[config.mk]
export PLATFORM = sky130hd
export DESIGN_NAME = char_lcd_command_interpreter_core
export DESIGN_NICKNAME = d
export VERILOG_FILES = /design/src/rtl/core/clci_pkg.sv /design/src/rtl/core/char_lcd_command_interpreter_core.sv
export SDC_FILE = /design/constraint.sdc
export NUM_CORES = 1
export LEC_CHECK = 0
export BUFFER_PORTS_ARGS = -buffer_cell sky130_fd_sc_hd__clkbuf_2
export CAP_MARGIN = 20
export CORE_MARGIN = 2
export CORE_UTILIZATION = 45
export DETAILED_ROUTE_END_ITERATION = 8
export GPL_TIMING_DRIVEN = 0
export PLACE_DENSITY_LB_ADDON = 0.05
export SYNTH_ARGS = -nofsm -noshare
export SYNTH_HDL_FRONTEND = slang
export SYNTH_SLANG_ARGS = --single-unit
[constraint.sdc]
create_clock -name clock -period 7.34 [get_ports clock]
set_input_delay 1.101 -clock clock [delete_from_list [all_inputs] [get_ports clock]]
set_output_delay 1.101 -clock clock [all_outputs]
set_load 0.05 [all_outputs]
[src/rtl/core/clci_pkg.sv]
package clci_pkg;

   // Reset values of the configuration registers
   localparam int ROWS_RESET = 4;
   localparam int COLS_RESET = 20;

   // Default geometry limits
   localparam int MAX_ROWS_DEF = 4;
   localparam int MAX_COLS_DEF = 20;

   // Configuration register indexes
   localparam logic [1:0] CSR_ROWS = 2'd0;
   localparam logic [1:0] CSR_COLS = 2'd1;

   // Command bytes
   localparam logic [7:0] CMD_HOME        = 8'd1;
   localparam logic [7:0] CMD_DISP_OFF    = 8'd2;
   localparam logic [7:0] CMD_DISP_ON     = 8'd3;
   localparam logic [7:0] CMD_CURS_OFF    = 8'd4;
   localparam logic [7:0] CMD_CURS_ON_A   = 8'd5;
   localparam logic [7:0] CMD_CURS_ON_B   = 8'd6;
   localparam logic [7:0] CMD_CURS_ON_C   = 8'd7;
   localparam logic [7:0] CMD_BACKSPACE   = 8'd8;
   localparam logic [7:0] CMD_LINE_FEED   = 8'd10;
   localparam logic [7:0] CMD_DELETE      = 8'd11;
   localparam logic [7:0] CMD_FORM_FEED   = 8'd12;
   localparam logic [7:0] CMD_CR          = 8'd13;
   localparam logic [7:0] CMD_BACKLIGHT   = 8'd14;
   localparam logic [7:0] CMD_CONTRAST    = 8'd15;
   localparam logic [7:0] CMD_SET_POS     = 8'd17;
   localparam logic [7:0] CMD_SCROLL_ON   = 8'd19;
   localparam logic [7:0] CMD_SCROLL_OFF  = 8'd20;
   localparam logic [7:0] CMD_WRAP_ON     = 8'd23;
   localparam logic [7:0] CMD_WRAP_OFF    = 8'd24;
   localparam logic [7:0] CMD_REBOOT      = 8'd26;
   localparam logic [7:0] CMD_ESCAPE      = 8'd27;
   localparam logic [7:0] CHAR_FIRST      = 8'd32;
   localparam logic [7:0] CHAR_LAST       = 8'd255;

   // Escape direction bytes
   localparam logic [7:0] DIR_UP    = 8'd65;
   localparam logic [7:0] DIR_DOWN  = 8'd66;
   localparam logic [7:0] DIR_RIGHT = 8'd67;
   localparam logic [7:0] DIR_LEFT  = 8'd68;

   localparam logic [7:0] LEVEL_MAX  = 8'd100;
   localparam logic [6:0] LEVEL_FULL = 7'd100;
   localparam logic [7:0] SPACE_CHAR = 8'h20;

   // Item function codes
   localparam logic FUNC_BYTE = 1'b0;
   localparam logic FUNC_READ = 1'b1;

   // Result queue depth
   localparam int Q_DEPTH = 3;
   localparam int Q_PTR_W = 2;

   typedef struct packed {
      logic       func;
      logic [7:0] rx_byte;
      logic [1:0] read_row;
      logic [4:0] read_col;
   } req_type;

   typedef struct packed {
      logic       changed;
      logic [1:0] cur_row;
      logic [4:0] cur_col;
      logic       display_on;
      logic       cursor_on;
      logic       wrap_on;
      logic       scroll_on;
      logic [6:0] backlight;
      logic [6:0] contrast_level;
      logic [7:0] cell_char;
   } rsp_type;

endpackage

[src/rtl/core/char_lcd_command_interpreter_core.sv]
// Serial character LCD command interpreter. Each item is either one received
// command byte or a read of one display cell, and gives exactly one result
// with the changed flag and the full status. One item is accepted per clock
// while req_ready is high; a result passes through the stage register (state
// update and cell store read) and then the result queue before it reaches rsp.
// Up to three results may wait for rsp_ready, and req_ready falls once the
// queue and the stage ahead of it hold three results between them. The
// character store is a one-write, one-read memory with a valid bit per cell,
// so reset, form feed and reboot blank the whole display by clearing every valid bit.
// Configuration writes are taken at any time and must only be issued while
// the block is idle.
module char_lcd_command_interpreter_core #(
   parameter int MAX_ROWS = clci_pkg::MAX_ROWS_DEF,
   parameter int MAX_COLS = clci_pkg::MAX_COLS_DEF
) (
   input  logic              clock,
   input  logic              reset,
   input  logic              req_valid,
   output logic              req_ready,
   input  clci_pkg::req_type req_data,
   output logic              rsp_valid,
   input  logic              rsp_ready,
   output clci_pkg::rsp_type rsp_data,
   input  logic              csr_valid,
   output logic              csr_ready,
   input  logic [1:0]        csr_index,
   input  logic [4:0]        csr_wdata
);

   import clci_pkg::*;

   localparam int ROW_W  = (MAX_ROWS > 1) ? $clog2(MAX_ROWS) : 1;
   localparam int RE_W   = $clog2(MAX_ROWS + 1);
   localparam int COL_W  = $clog2(MAX_COLS + 1);
   localparam int DEPTH  = MAX_ROWS * MAX_COLS;
   localparam int ADDR_W = (DEPTH > 1) ? $clog2(DEPTH) : 1;
   localparam int ROWS_RST = (ROWS_RESET > MAX_ROWS) ? MAX_ROWS : ROWS_RESET;
   localparam int COLS_RST = (COLS_RESET > MAX_COLS) ? MAX_COLS : COLS_RESET;

   typedef enum logic [2:0] {
      PH_IDLE,
      PH_POS_COL,
      PH_POS_ROW,
      PH_LIGHT,
      PH_CONTRAST,
      PH_ESC1,
      PH_ESC2
   } phase_type;

   typedef enum logic [1:0] {
      CELL_ZERO,
      CELL_SPACE,
      CELL_MEM
   } cell_src_type;

   function automatic logic [ADDR_W-1:0] cell_index(input logic [7:0] row,
                                                   input logic [7:0] col);
      return ADDR_W'(int'(row) * MAX_COLS + int'(col));
   endfunction

   // Configuration (held as effective, clamped values)
   logic [RE_W-1:0]  rows_eff_ff, rows_eff_in;
   logic [COL_W-1:0] cols_eff_ff, cols_eff_in;

   // Display state
   logic [ROW_W-1:0] cursor_row_ff, cursor_row_in;
   logic [COL_W-1:0] cursor_col_ff, cursor_col_in;
   logic             display_ff, display_in;
   logic             cursor_ff, cursor_in;
   logic             wrap_ff, wrap_in;
   logic             scroll_ff, scroll_in;
   logic [6:0]       bright_ff, bright_in;
   logic [6:0]       contrast_ff, contrast_in;
   phase_type        phase_ff, phase_in;
   logic [7:0]       pending_ff, pending_in;
   logic [DEPTH-1:0] cell_vld_ff, cell_vld_in;

   // Cell store
   logic [7:0]       cell_mem [DEPTH];
   logic [7:0]       rd_data_ff;

   // Stage between accept and the result queue
   logic             p_valid_ff;
   rsp_type          p_rsp_ff, p_rsp_in;
   cell_src_type     p_sel_ff, p_sel_in;

   // Result queue
   rsp_type          q_mem_ff [Q_DEPTH];
   logic [Q_PTR_W-1:0] q_wp_ff, q_wp_in;
   logic [Q_PTR_W-1:0] q_rp_ff, q_rp_in;
   logic [Q_PTR_W-1:0] q_cnt_ff, q_cnt_in;

   // Command decode
   logic             accept;
   logic             do_idle;
   logic             changed;
   logic             clr_all;
   logic             wr_req;
   logic             wr_en;
   logic [COL_W-1:0] wr_col;
   logic [7:0]       wr_data;
   logic [ADDR_W-1:0] wr_addr;
   logic             rd_en;
   logic             rd_hit;
   logic [ADDR_W-1:0] rd_addr;
   logic [ROW_W:0]   row_inc;
   logic [COL_W:0]   col_inc;
   logic             push;
   logic             pop;
   logic [Q_PTR_W:0] in_flight;
   rsp_type          push_rsp;

   // Admit an item only when the queue has room for everything in flight
   assign in_flight = {1'b0, q_cnt_ff} + {{Q_PTR_W{1'b0}}, p_valid_ff};
   assign req_ready = in_flight < (Q_PTR_W + 1)'(Q_DEPTH);
   assign accept    = req_valid && req_ready;
   assign csr_ready = 1'b1;

   // Clamp configuration writes to the supported geometry
   always_comb begin
      rows_eff_in = rows_eff_ff;
      cols_eff_in = cols_eff_ff;
      if (csr_valid) begin
         unique case (csr_index)
            CSR_ROWS: begin
               if (csr_wdata[2:0] == 3'd0) begin
                  rows_eff_in = RE_W'(1);
               end else if (csr_wdata[2:0] > MAX_ROWS) begin
                  rows_eff_in = RE_W'(MAX_ROWS);
               end else begin
                  rows_eff_in = RE_W'(csr_wdata[2:0]);
               end
            end
            CSR_COLS: begin
               if (csr_wdata == 5'd0) begin
                  cols_eff_in = COL_W'(1);
               end else if (csr_wdata > MAX_COLS) begin
                  cols_eff_in = COL_W'(MAX_COLS);
               end else begin
                  cols_eff_in = COL_W'(csr_wdata);
               end
            end
            default: ;
         endcase
      end
   end

   assign row_inc = {1'b0, cursor_row_ff} + (ROW_W + 1)'(1);
   assign col_inc = {1'b0, cursor_col_ff} + (COL_W + 1)'(1);

   // Interpret one command byte
   always_comb begin
      cursor_row_in = cursor_row_ff;
      cursor_col_in = cursor_col_ff;
      display_in    = display_ff;
      cursor_in     = cursor_ff;
      wrap_in       = wrap_ff;
      scroll_in     = scroll_ff;
      bright_in     = bright_ff;
      contrast_in   = contrast_ff;
      phase_in      = phase_ff;
      pending_in    = pending_ff;
      do_idle       = 1'b0;
      changed       = 1'b0;
      clr_all       = 1'b0;
      wr_req        = 1'b0;
      wr_col        = cursor_col_ff;
      wr_data       = SPACE_CHAR;

      if (accept && req_data.func == FUNC_BYTE) begin
         phase_in = PH_IDLE;
         unique case (phase_ff)
            PH_POS_COL: begin
               pending_in = req_data.rx_byte;
               phase_in   = PH_POS_ROW;
            end
            PH_POS_ROW: begin
               if (pending_ff < cols_eff_ff && req_data.rx_byte < rows_eff_ff) begin
                  cursor_col_in = COL_W'(pending_ff);
                  cursor_row_in = ROW_W'(req_data.rx_byte);
                  changed       = 1'b1;
               end
            end
            PH_LIGHT: begin
               if (req_data.rx_byte <= LEVEL_MAX) begin
                  bright_in = req_data.rx_byte[6:0];
                  changed   = 1'b1;
               end
            end
            PH_CONTRAST: begin
               if (req_data.rx_byte <= LEVEL_MAX) begin
                  contrast_in = req_data.rx_byte[6:0];
                  changed     = 1'b1;
               end
            end
            PH_ESC1: begin
               // A broken escape drops and reparses its second byte
               if (req_data.rx_byte == CMD_ESCAPE) begin
                  phase_in = PH_ESC2;
               end else begin
                  do_idle = 1'b1;
               end
            end
            PH_ESC2: begin
               unique case (req_data.rx_byte)
                  DIR_UP: begin
                     if (cursor_row_ff != '0) begin
                        cursor_row_in = cursor_row_ff - ROW_W'(1);
                        changed       = 1'b1;
                     end
                  end
                  DIR_DOWN: begin
                     if (row_inc < rows_eff_ff) begin
                        cursor_row_in = row_inc[ROW_W-1:0];
                        changed       = 1'b1;
                     end
                  end
                  DIR_RIGHT: begin
                     if (col_inc < cols_eff_ff) begin
                        cursor_col_in = col_inc[COL_W-1:0];
                        changed       = 1'b1;
                     end
                  end
                  DIR_LEFT: begin
                     if (cursor_col_ff != '0) begin
                        cursor_col_in = cursor_col_ff - COL_W'(1);
                        changed       = 1'b1;
                     end
                  end
                  default: ;
               endcase
            end
            default: do_idle = 1'b1;
         endcase
      end

      if (do_idle) begin
         unique case (req_data.rx_byte) inside
            CMD_HOME: begin
               cursor_row_in = '0;
               cursor_col_in = '0;
               changed       = 1'b1;
            end
            CMD_DISP_OFF: begin
               display_in = 1'b0;
               changed    = 1'b1;
            end
            CMD_DISP_ON: begin
               display_in = 1'b1;
               changed    = 1'b1;
            end
            CMD_CURS_OFF: begin
               cursor_in = 1'b0;
               changed   = 1'b1;
            end
            CMD_CURS_ON_A, CMD_CURS_ON_B, CMD_CURS_ON_C: begin
               cursor_in = 1'b1;
               changed   = 1'b1;
            end
            CMD_BACKSPACE: begin
               if (cursor_col_ff != '0) begin
                  cursor_col_in = cursor_col_ff - COL_W'(1);
                  wr_col        = cursor_col_ff - COL_W'(1);
                  wr_req        = 1'b1;
                  changed       = 1'b1;
               end
            end
            CMD_LINE_FEED: begin
               if (row_inc < rows_eff_ff) begin
                  cursor_row_in = row_inc[ROW_W-1:0];
                  changed       = 1'b1;
               end
            end
            CMD_DELETE: begin
               wr_req  = 1'b1;
               changed = 1'b1;
            end
            CMD_FORM_FEED: begin
               clr_all       = 1'b1;
               cursor_row_in = '0;
               cursor_col_in = '0;
               changed       = 1'b1;
            end
            CMD_CR: begin
               cursor_col_in = '0;
               changed       = 1'b1;
            end
            CMD_BACKLIGHT: phase_in = PH_LIGHT;
            CMD_CONTRAST:  phase_in = PH_CONTRAST;
            CMD_SET_POS:   phase_in = PH_POS_COL;
            CMD_SCROLL_ON: begin
               scroll_in = 1'b1;
               changed   = 1'b1;
            end
            CMD_SCROLL_OFF: begin
               scroll_in = 1'b0;
               changed   = 1'b1;
            end
            CMD_WRAP_ON: begin
               wrap_in = 1'b1;
               changed = 1'b1;
            end
            CMD_WRAP_OFF: begin
               wrap_in = 1'b0;
               changed = 1'b1;
            end
            CMD_REBOOT: begin
               // Keep backlight and contrast levels
               clr_all       = 1'b1;
               cursor_row_in = '0;
               cursor_col_in = '0;
               display_in    = 1'b0;
               cursor_in     = 1'b1;
               wrap_in       = 1'b0;
               scroll_in     = 1'b0;
               changed       = 1'b1;
            end
            CMD_ESCAPE: phase_in = PH_ESC1;
            [CHAR_FIRST:CHAR_LAST]: begin
               // Drop a printable byte once the column reaches the end
               if (cursor_col_ff < cols_eff_ff) begin
                  wr_req        = 1'b1;
                  wr_data       = req_data.rx_byte;
                  cursor_col_in = col_inc[COL_W-1:0];
                  changed       = 1'b1;
               end
            end
            default: ;
         endcase
      end
   end

   // Write only cells inside the area in use
   assign wr_en   = wr_req && cursor_row_ff < rows_eff_ff && wr_col < cols_eff_ff;
   assign wr_addr = cell_index(8'(cursor_row_ff), 8'(wr_col));

   // Read port
   assign rd_en   = accept && req_data.func == FUNC_READ;
   assign rd_hit  = req_data.read_row < rows_eff_ff && req_data.read_col < cols_eff_ff;
   assign rd_addr = cell_index(8'(req_data.read_row), 8'(req_data.read_col));

   // Track which cells hold a written character
   always_comb begin
      cell_vld_in = cell_vld_ff;
      if (clr_all) begin
         cell_vld_in = '0;
      end else if (wr_en) begin
         cell_vld_in[wr_addr] = 1'b1;
      end
   end

   // Choose the cell source and build the status
   always_comb begin
      p_sel_in = CELL_ZERO;
      if (rd_en && rd_hit) begin
         p_sel_in = cell_vld_ff[rd_addr] ? CELL_MEM : CELL_SPACE;
      end
      p_rsp_in.changed        = changed;
      p_rsp_in.cur_row        = 2'(cursor_row_in);
      p_rsp_in.cur_col        = 5'(cursor_col_in);
      p_rsp_in.display_on     = display_in;
      p_rsp_in.cursor_on      = cursor_in;
      p_rsp_in.wrap_on        = wrap_in;
      p_rsp_in.scroll_on      = scroll_in;
      p_rsp_in.backlight      = bright_in;
      p_rsp_in.contrast_level = contrast_in;
      p_rsp_in.cell_char      = 8'd0;
   end

   // Complete the result with the cell read
   always_comb begin
      push_rsp = p_rsp_ff;
      case (p_sel_ff)
         CELL_MEM:   push_rsp.cell_char = rd_data_ff;
         CELL_SPACE: push_rsp.cell_char = SPACE_CHAR;
         default:    push_rsp.cell_char = 8'd0;
      endcase
   end

   // Advance the result queue pointers
   assign push      = p_valid_ff;
   assign pop       = rsp_valid && rsp_ready;
   assign rsp_valid = q_cnt_ff != '0;
   assign rsp_data  = q_mem_ff[q_rp_ff];

   always_comb begin
      q_wp_in  = q_wp_ff;
      q_rp_in  = q_rp_ff;
      q_cnt_in = q_cnt_ff;
      if (push) begin
         q_wp_in = (q_wp_ff == Q_PTR_W'(Q_DEPTH - 1)) ? '0 : q_wp_ff + Q_PTR_W'(1);
      end
      if (pop) begin
         q_rp_in = (q_rp_ff == Q_PTR_W'(Q_DEPTH - 1)) ? '0 : q_rp_ff + Q_PTR_W'(1);
      end
      if (push && !pop) begin
         q_cnt_in = q_cnt_ff + Q_PTR_W'(1);
      end else if (pop && !push) begin
         q_cnt_in = q_cnt_ff - Q_PTR_W'(1);
      end
   end

   // Hold control and display state
   always_ff @(posedge clock) begin
      if (reset) begin
         rows_eff_ff   <= RE_W'(ROWS_RST);
         cols_eff_ff   <= COL_W'(COLS_RST);
         cursor_row_ff <= '0;
         cursor_col_ff <= '0;
         display_ff    <= 1'b0;
         cursor_ff     <= 1'b1;
         wrap_ff       <= 1'b0;
         scroll_ff     <= 1'b0;
         bright_ff     <= LEVEL_FULL;
         contrast_ff   <= '0;
         phase_ff      <= PH_IDLE;
         pending_ff    <= '0;
         cell_vld_ff   <= '0;
         p_valid_ff    <= 1'b0;
         q_wp_ff       <= '0;
         q_rp_ff       <= '0;
         q_cnt_ff      <= '0;
      end else begin
         rows_eff_ff   <= rows_eff_in;
         cols_eff_ff   <= cols_eff_in;
         cursor_row_ff <= cursor_row_in;
         cursor_col_ff <= cursor_col_in;
         display_ff    <= display_in;
         cursor_ff     <= cursor_in;
         wrap_ff       <= wrap_in;
         scroll_ff     <= scroll_in;
         bright_ff     <= bright_in;
         contrast_ff   <= contrast_in;
         phase_ff      <= phase_in;
         pending_ff    <= pending_in;
         cell_vld_ff   <= cell_vld_in;
         p_valid_ff    <= accept;
         q_wp_ff       <= q_wp_in;
         q_rp_ff       <= q_rp_in;
         q_cnt_ff      <= q_cnt_in;
      end
   end

   // Load the stage payload on accept
   always_ff @(posedge clock) begin
      if (accept) begin
         p_rsp_ff <= p_rsp_in;
         p_sel_ff <= p_sel_in;
      end
   end

   // Cell store
   always_ff @(posedge clock) begin
      if (wr_en) begin
         cell_mem[wr_addr] <= wr_data;
      end
      if (rd_en) begin
         rd_data_ff <= cell_mem[rd_addr];
      end
   end

   // Result queue storage
   always_ff @(posedge clock) begin
      if (push) begin
         q_mem_ff[q_wp_ff] <= push_rsp;
      end
   end

   // The queue never takes a result it has no room for
   a_no_overflow: assert property (@(posedge clock) disable iff (reset)
      (push && !pop) |-> (q_cnt_ff != Q_PTR_W'(Q_DEPTH)))
      else $error("result queue overflow");

   // A read item leaves the cursor and the parser untouched
   a_read_stable: assert property (@(posedge clock) disable iff (reset)
      rd_en |=> ($stable(cursor_row_ff) && $stable(cursor_col_ff) && $stable(phase_ff)
                 && $stable(cell_vld_ff)))
      else $error("read item changed state");

   // Blanking leaves no cell marked as written
   a_clear: assert property (@(posedge clock) disable iff (reset)
      clr_all |=> (cell_vld_ff == '0))
      else $error("store not blanked");

   // The cursor column never passes the column limit
   a_col_limit: assert property (@(posedge clock) disable iff (reset)
      accept |=> (cursor_col_ff <= COL_W'(MAX_COLS)))
      else $error("cursor column out of range");

endmodule
# Word level (Yosys, flattened, before mapping)
# Memories as Yosys holds them, arrays and structs flattened. A register that Yosys moved wholly into a read port is not among the register bits.
# Index checks and enable logic that the tools add are counted.
# op_classes
bitwise	2
n_lt_le_gt_ge	18
add_sub_neg	11
n_reduce_logical	36
multipliers	2
muxes	85
n_eq_ne	36
# op_table
cell	count
$or 80x80->80	1
$eq 8x4->1 const B	7
$eq 8x5->1 const B	7
$mux 5	11
$mux 7	6
$eq 8x3->1 const B	4
$eq 8x7->1 const B	4
$mux 1	27
$mux 2	13
$mux 8	3
$pmux 5 s2	2
$eq 8x2->1 const B	2
$lt 7x8->1 const B	2
$pmux 8 s2	1
$lt 5x5->1	3
$mux 3	5
$pmux 5 s3	1
$reduce_or 15->1	1
$add 7x5->7	2
$logic_and 1x1->1	13
$pmux 2 s2	3
$pmux 3 s4	1
$reduce_or 2->1	6
$mul 2x3->5 const B	2
other kinds (41)	63
# word_totals
word_cells	219
ramBits	742
reg_bits	159
inputBits	28
mem_count	2
# mem_list
name	words	word_bits	rd	rd_ports_with_merged_regs	write_ports	line	rtl
cell_mem	80	8	1	1	1	char_lcd_command_interpreter_core.sv:79	logic [7:0] cell_mem [DEPTH];
q_mem_ff	3	34	1	1	1	char_lcd_command_interpreter_core.sv:88	rsp_type q_mem_ff [Q_DEPTH];

# Depth between registers and ports, before layout
# logic_depth
ltp_word	12
depth_mapped	19

# Least setup slack after synthesis
# No wires, ideal clock.
# synth_timing
path_kind	reg-to-reg
start	register p_valid_ff
end	memory cell_mem[0][0] (data pin)
path_buffers	1
t_required_ps	6542
stages_incl_launch_ff	8
slack_ps	921
synth_period_minus_slack_ps	6419
setup_time_ps	798
t_arrival_ps	5620
cell_sequence	dfxtp_1 > ha_1 > ha_1 > a21oi_1 > nand3b_1 > a21o_1 > clkbuf_1 > nor3_1
# synth_via
elab_chain_len	6
# synth_lines
item	line	rtl
from (decl)	char_lcd_command_interpreter_core.sv:83	logic p_valid_ff;
from (signal assigned)	char_lcd_command_interpreter_core.sv:437	p_valid_ff <= accept;
$add 2x1->3	char_lcd_command_interpreter_core.sv:114	assign in_flight = {1'b0, q_cnt_ff} + {{Q_PTR_W{1'b0}}, p_valid_ff};
$lt 3x2->1	char_lcd_command_interpreter_core.sv:115	assign req_ready = in_flight < (Q_PTR_W + 1)'(Q_DEPTH);
via req_ready	char_lcd_command_interpreter_core.sv:19	output logic req_ready,
$logic_and 1x1->1	char_lcd_command_interpreter_core.sv:116	assign accept = req_valid && req_ready;
$logic_and 1x1->1	char_lcd_command_interpreter_core.sv:170	if (accept && req_data.func == FUNC_BYTE) begin
$mux 1	char_lcd_command_interpreter_core.sv:170	
$mux 8	char_lcd_command_interpreter_core.sv:237	if (do_idle) begin
via wr_data[0]	char_lcd_command_interpreter_core.sv:101	logic [7:0] wr_data;
to (decl)	char_lcd_command_interpreter_core.sv:79	
# The timed path passes the listed nets, and every way through them passes these cells.

# Worst setup path after layout
# layout_timing
start	input port req_data[8] (netlist name)
end	memory cell_mem[75][6], enable pin
# layout_via
elab_chain_len	9
word_cells_on_any_way	19
cone_classes	add/sub (1); order compare (3); eq/ne (3); mux (9); reduce/logical (3)
# layout_lines
item	line	rtl
from (decl)	char_lcd_command_interpreter_core.sv:20	input clci_pkg::req_type req_data,
$eq 8x5->1	char_lcd_command_interpreter_core.sv:198	if (req_data.rx_byte == CMD_ESCAPE) begin
$mux 1	char_lcd_command_interpreter_core.sv:198	
$pmux 1 s2	char_lcd_command_interpreter_core.sv:172	unique case (phase_ff)
$mux 1	char_lcd_command_interpreter_core.sv:170	
$mux 5 or $mux 1 (tied branches)	char_lcd_command_interpreter_core.sv:237	
$lt 5x5->1 or $logic_and 1x1->1 (tied branches)	char_lcd_command_interpreter_core.sv:334	assign wr_en = wr_req && cursor_row_ff < rows_eff_ff && wr_col < cols_eff_ff;
$logic_and 1x1->1	char_lcd_command_interpreter_core.sv:334	
$mux 1	char_lcd_command_interpreter_core.sv:454	if (wr_en) begin
$mux 1 (implied by the code)	char_lcd_command_interpreter_core.sv:455	cell_mem[wr_addr] <= wr_data;
# Parallel ways exist; a longest one is shown, timed or not.

==> summary.md <==
| Metric | Value |
|---|---|
| I/O Pins | `65` |
| Synth Cell Area | `0.0375 sq mm` |
| Crit start category | `primary input` |
| DIE AREA | `0.0856 sq mm` |
| Static leakage | `0.0140 uW` |
| CTS tree | `yes` |
| Switching pwr | `2970 uW` |
| Die Y | `293 microns` |
| Mapped Avg Cell Area | `16.9 sq um` |
| Max Slew Vio Count | `0` |
| Switch share | `24.8%` |
| Hold WS | `0.464 ns` |
| Rel. slew slack | `18.2%` |
| Crit-path cells | `clkbuf_2, clkbuf_1, nand2_1, o41ai_4, a21o_1, clkbuf_1, nor2_1, a31oi_1, a31oi_1, ha_1, a21o_1, a21oi_1, nor2b_1, nor3_2, nand2_1, or4_1, buf_2, nor2_1` |
| Post-Syn Instances | `2222` |
| Grt total ovfl | `0` |
| Worst Tran Pin Value | `1.23 ns` |
| Slowest cell on crit path | `or4_1` |
| Final Power | `12000 uW` |
| Core footprint | `0.0822 sq mm` |
| Hold violation count in the final report | `0` |
| Iteration-0 DRC Markers | `1841` |
| Wire per inst | `28.2 microns` |
| Commonest non-fill, non-tap cell in the layout | `edfxtp_1` |
| FILL cells | `6734` |
| Min-Delay Path Class | `register to register` |
| Worst VDD drop | `0.173 mV` |
| Final min period | `6.59 ns` |
| GRT Util Overall | `23.6%` |
| Max_cap viols | `0` |
| Cts bufs inserted | `97` |
| Share of post-route cells with drive strength above 1 | `21.1%` |
| # port buffers | `60` |
| PwrDens | `278 mW/mm^2` |
| Hold Buf Count CTS | `0` |
| Final Cell Area | `0.0430 sq mm` |
| Clock Pin Slew Worst Setup and Hold Paths | `0.06 ns` |
| Vias in the first global route | `21100` |
| Number of remaining DRC errors | `0` |
| Post-synth top flop | `edfxtp_1` |
| Drt pass-1 iters | `5` |
| Synth async-reset ratio | `0%` |
| Gate power share | `11.2%` |
| Status | `completed` |
| Crit path buf inv count | `4` |
| Area leader, netlist | `edfxtp_1` |
| Unrepaired setup endpoints after global routing | `false` |
| Fmax | `0.152 GHz` |
| CTS root buf | `clkbuf_16` |
| Via count | `21100` |
| Worst-case clock skew | `0.0286 ns` |
| CP max stage delay | `0.73 ns` |
| Commonest non-fill, non-tap cells in the layout | `edfxtp_1 (778), mux4_2 (205), nor2_1 (145)` |
| Yosys top cell area share | `62.3%` |
| Final #Nets | `2498` |
| Internal power | `9000 uW` |
| Sequential share of the synthesized area | `69.4%` |
| Num rows | `105` |
| CTS Buffer Depth | `3` |
| Fin crit share | `89.8%` |
| Yosys Warn Count | `0` |
| Sequential share of power | `48.3%` |
| Final-report setup violation count | `0` |
| Number of flops mapped to enable cells by yosys | `778` |
| CP Data Arrival Time | `6.86 ns` |
| Final Util | `52.3%` |
| Starting Density | `45.6%` |
| Worst EP required | `7.61 ns` |
| Crit end category | `register` |
| Detail Route Antenna Nets | `0` |
| Top fanout value on the critical path | `10` |
| Area grow syn2layout | `14.8%` |
| Post-Syn Nets | `2295` |
| First-pass GRT wire length | `146000 microns` |
| Largest net degree at the start of global routing | `81` |
| DP Wirelength | `70000 microns` |
| Clk_lat worst skew | `0.65 ns` |
| Initial antenna violation count | `3` |
| Detailed Route WL | `101000 microns` |
| Number of vias per cell | `5.89` |
| Crit Path Class | `primary input to register` |
| Clock power share | `40.5%` |
| TritonCTS Sinks | `911` |
| DIE WIDTH | `293 microns` |
| DP Area | `0.0398 sq mm` |
| Distinct cells, synth | `78` |
| GPL Wtd Cong | `0.897` |
| Synth top area cells | `edfxtp_1 (62%), mux4_2 (12%), dfxtp_1 (7.1%)` |
| # H-tree levels | `3` |
| FF+latch count, synth | `911` |
| Top delay family on crit path | `simple AND/OR/NAND/NOR gates` |
-- metrics by stage --
stage,cells,setup slack [ns],TNS [ns]
floorplan,2222,0.921,0
global placement,3352,-3.53,-536.95
detailed placement,3388,-0.152,-7.18
CTS,3564,0.440,0
global route,3572,0.311,0
finish,3573,0.747,0
-- cells in the mapped netlist, types with 37 or more instances --
library cell,number
ha_1,43
o21ai_0,65
edfxtp_1,778
mux4_2,205
o21a_1,37
a22o_1,52
clkbuf_1,97
nor2b_1,40
mux2i_1,68
dfxtp_1,133
nand2_1,127
nor2_1,152
a21oi_1,60
-- cells by family (layout without fill, tap and decap cells) --
group	count (synthesis)	in the layout	share of synthesized area, %
flip-flops	911	911	69.4
AO/OA/AOI/OAI	337	337	6.27
other	1	2	0.0100
multiplexers	287	287	14.6
XOR/XNOR	12	12	0.280
buffers and inverters	154	434	1.62
adder cells (fa/ha/maj)	45	45	1.54
AND/OR/NAND/NOR	475	475	6.27
-- final cells by class --
cell class                 instances  area (sq um)  share of cell area, %
buffer                           128           509                   1.18
clock buffer                     132          2700                   6.27
antenna                            1          2.50                0.00582
tap                             1070          1340                   3.11
clock inverter                    44           455                   1.06
timing repair buffer             104           972                   2.26
multi-input combinational       1157         10900                   25.4
inverter                          26          97.6                  0.227
sequential                       911         26000                   60.5
-- registers in the layout, indices dropped and copies added (netlist names), named ones only --
register	count
rows_eff_ff	3
cursor_ff	1
wrap_ff	1
q_rp_ff	2
contrast_ff	7
bright_ff	7
phase_ff	3
pending_ff	8
q_mem_ff	102
p_valid_ff	1
q_cnt_ff	2
p_sel_ff	2
cols_eff_ff	5
cursor_row_ff	2
cursor_col_ff	5
p_rsp_ff	26
scroll_ff	1
rd_data_ff	8
q_wp_ff	2
cell_vld_ff	80
cell_mem	640
display_ff	1
-- repair_timing --
| action | CTS | global route |
|---|---|---|
| setup buffers | 0 | 0 |
| endpoints found under the setup margin | 0 | 64 |
| gates resized for setup | 0 | 6 |
-- power groups by stage --
stage               Sequential [uW]  Clock [uW]  Combinational (uW)
finish                         5790        4850                1340
global route                   5790        5150                1420
CTS                            5790        4960                1350
detailed placement             5900           0                1350
global placement               5910           0                1270
floorplan                      5890           0                 834
-- layer usage --
layer | track usage (%) | wire (microns) | up-vias
met4 | 6.68 | 2660 | 0
met5 | 0 | 0 | -
li1 | - | - | 9267
met2 | 39.3 | 49500 | 636
met1 | 32.9 | 43800 | 11000
met3 | 2.95 | 4850 | 146
-- path summary, 6_finish.rpt --
path                                      from                      endpoint  slack [ns]  cells after the start
setup / recovery                   req_data[8]     cell_mem[75][6]$_DFFE_PP_        0.75                     18
hold / removal    cell_vld_ff[61]$_SDFFE_PP0P_  cell_vld_ff[61]$_SDFFE_PP0P_        0.46                      1
setup reg to reg         p_valid_ff$_SDFF_PP0_     cell_mem[75][6]$_DFFE_PP_        0.76                     18
hold reg to reg   cell_vld_ff[61]$_SDFFE_PP0P_  cell_vld_ff[61]$_SDFFE_PP0P_        0.46                      1
No activity file was read; power rests on OpenSTA's default activity.
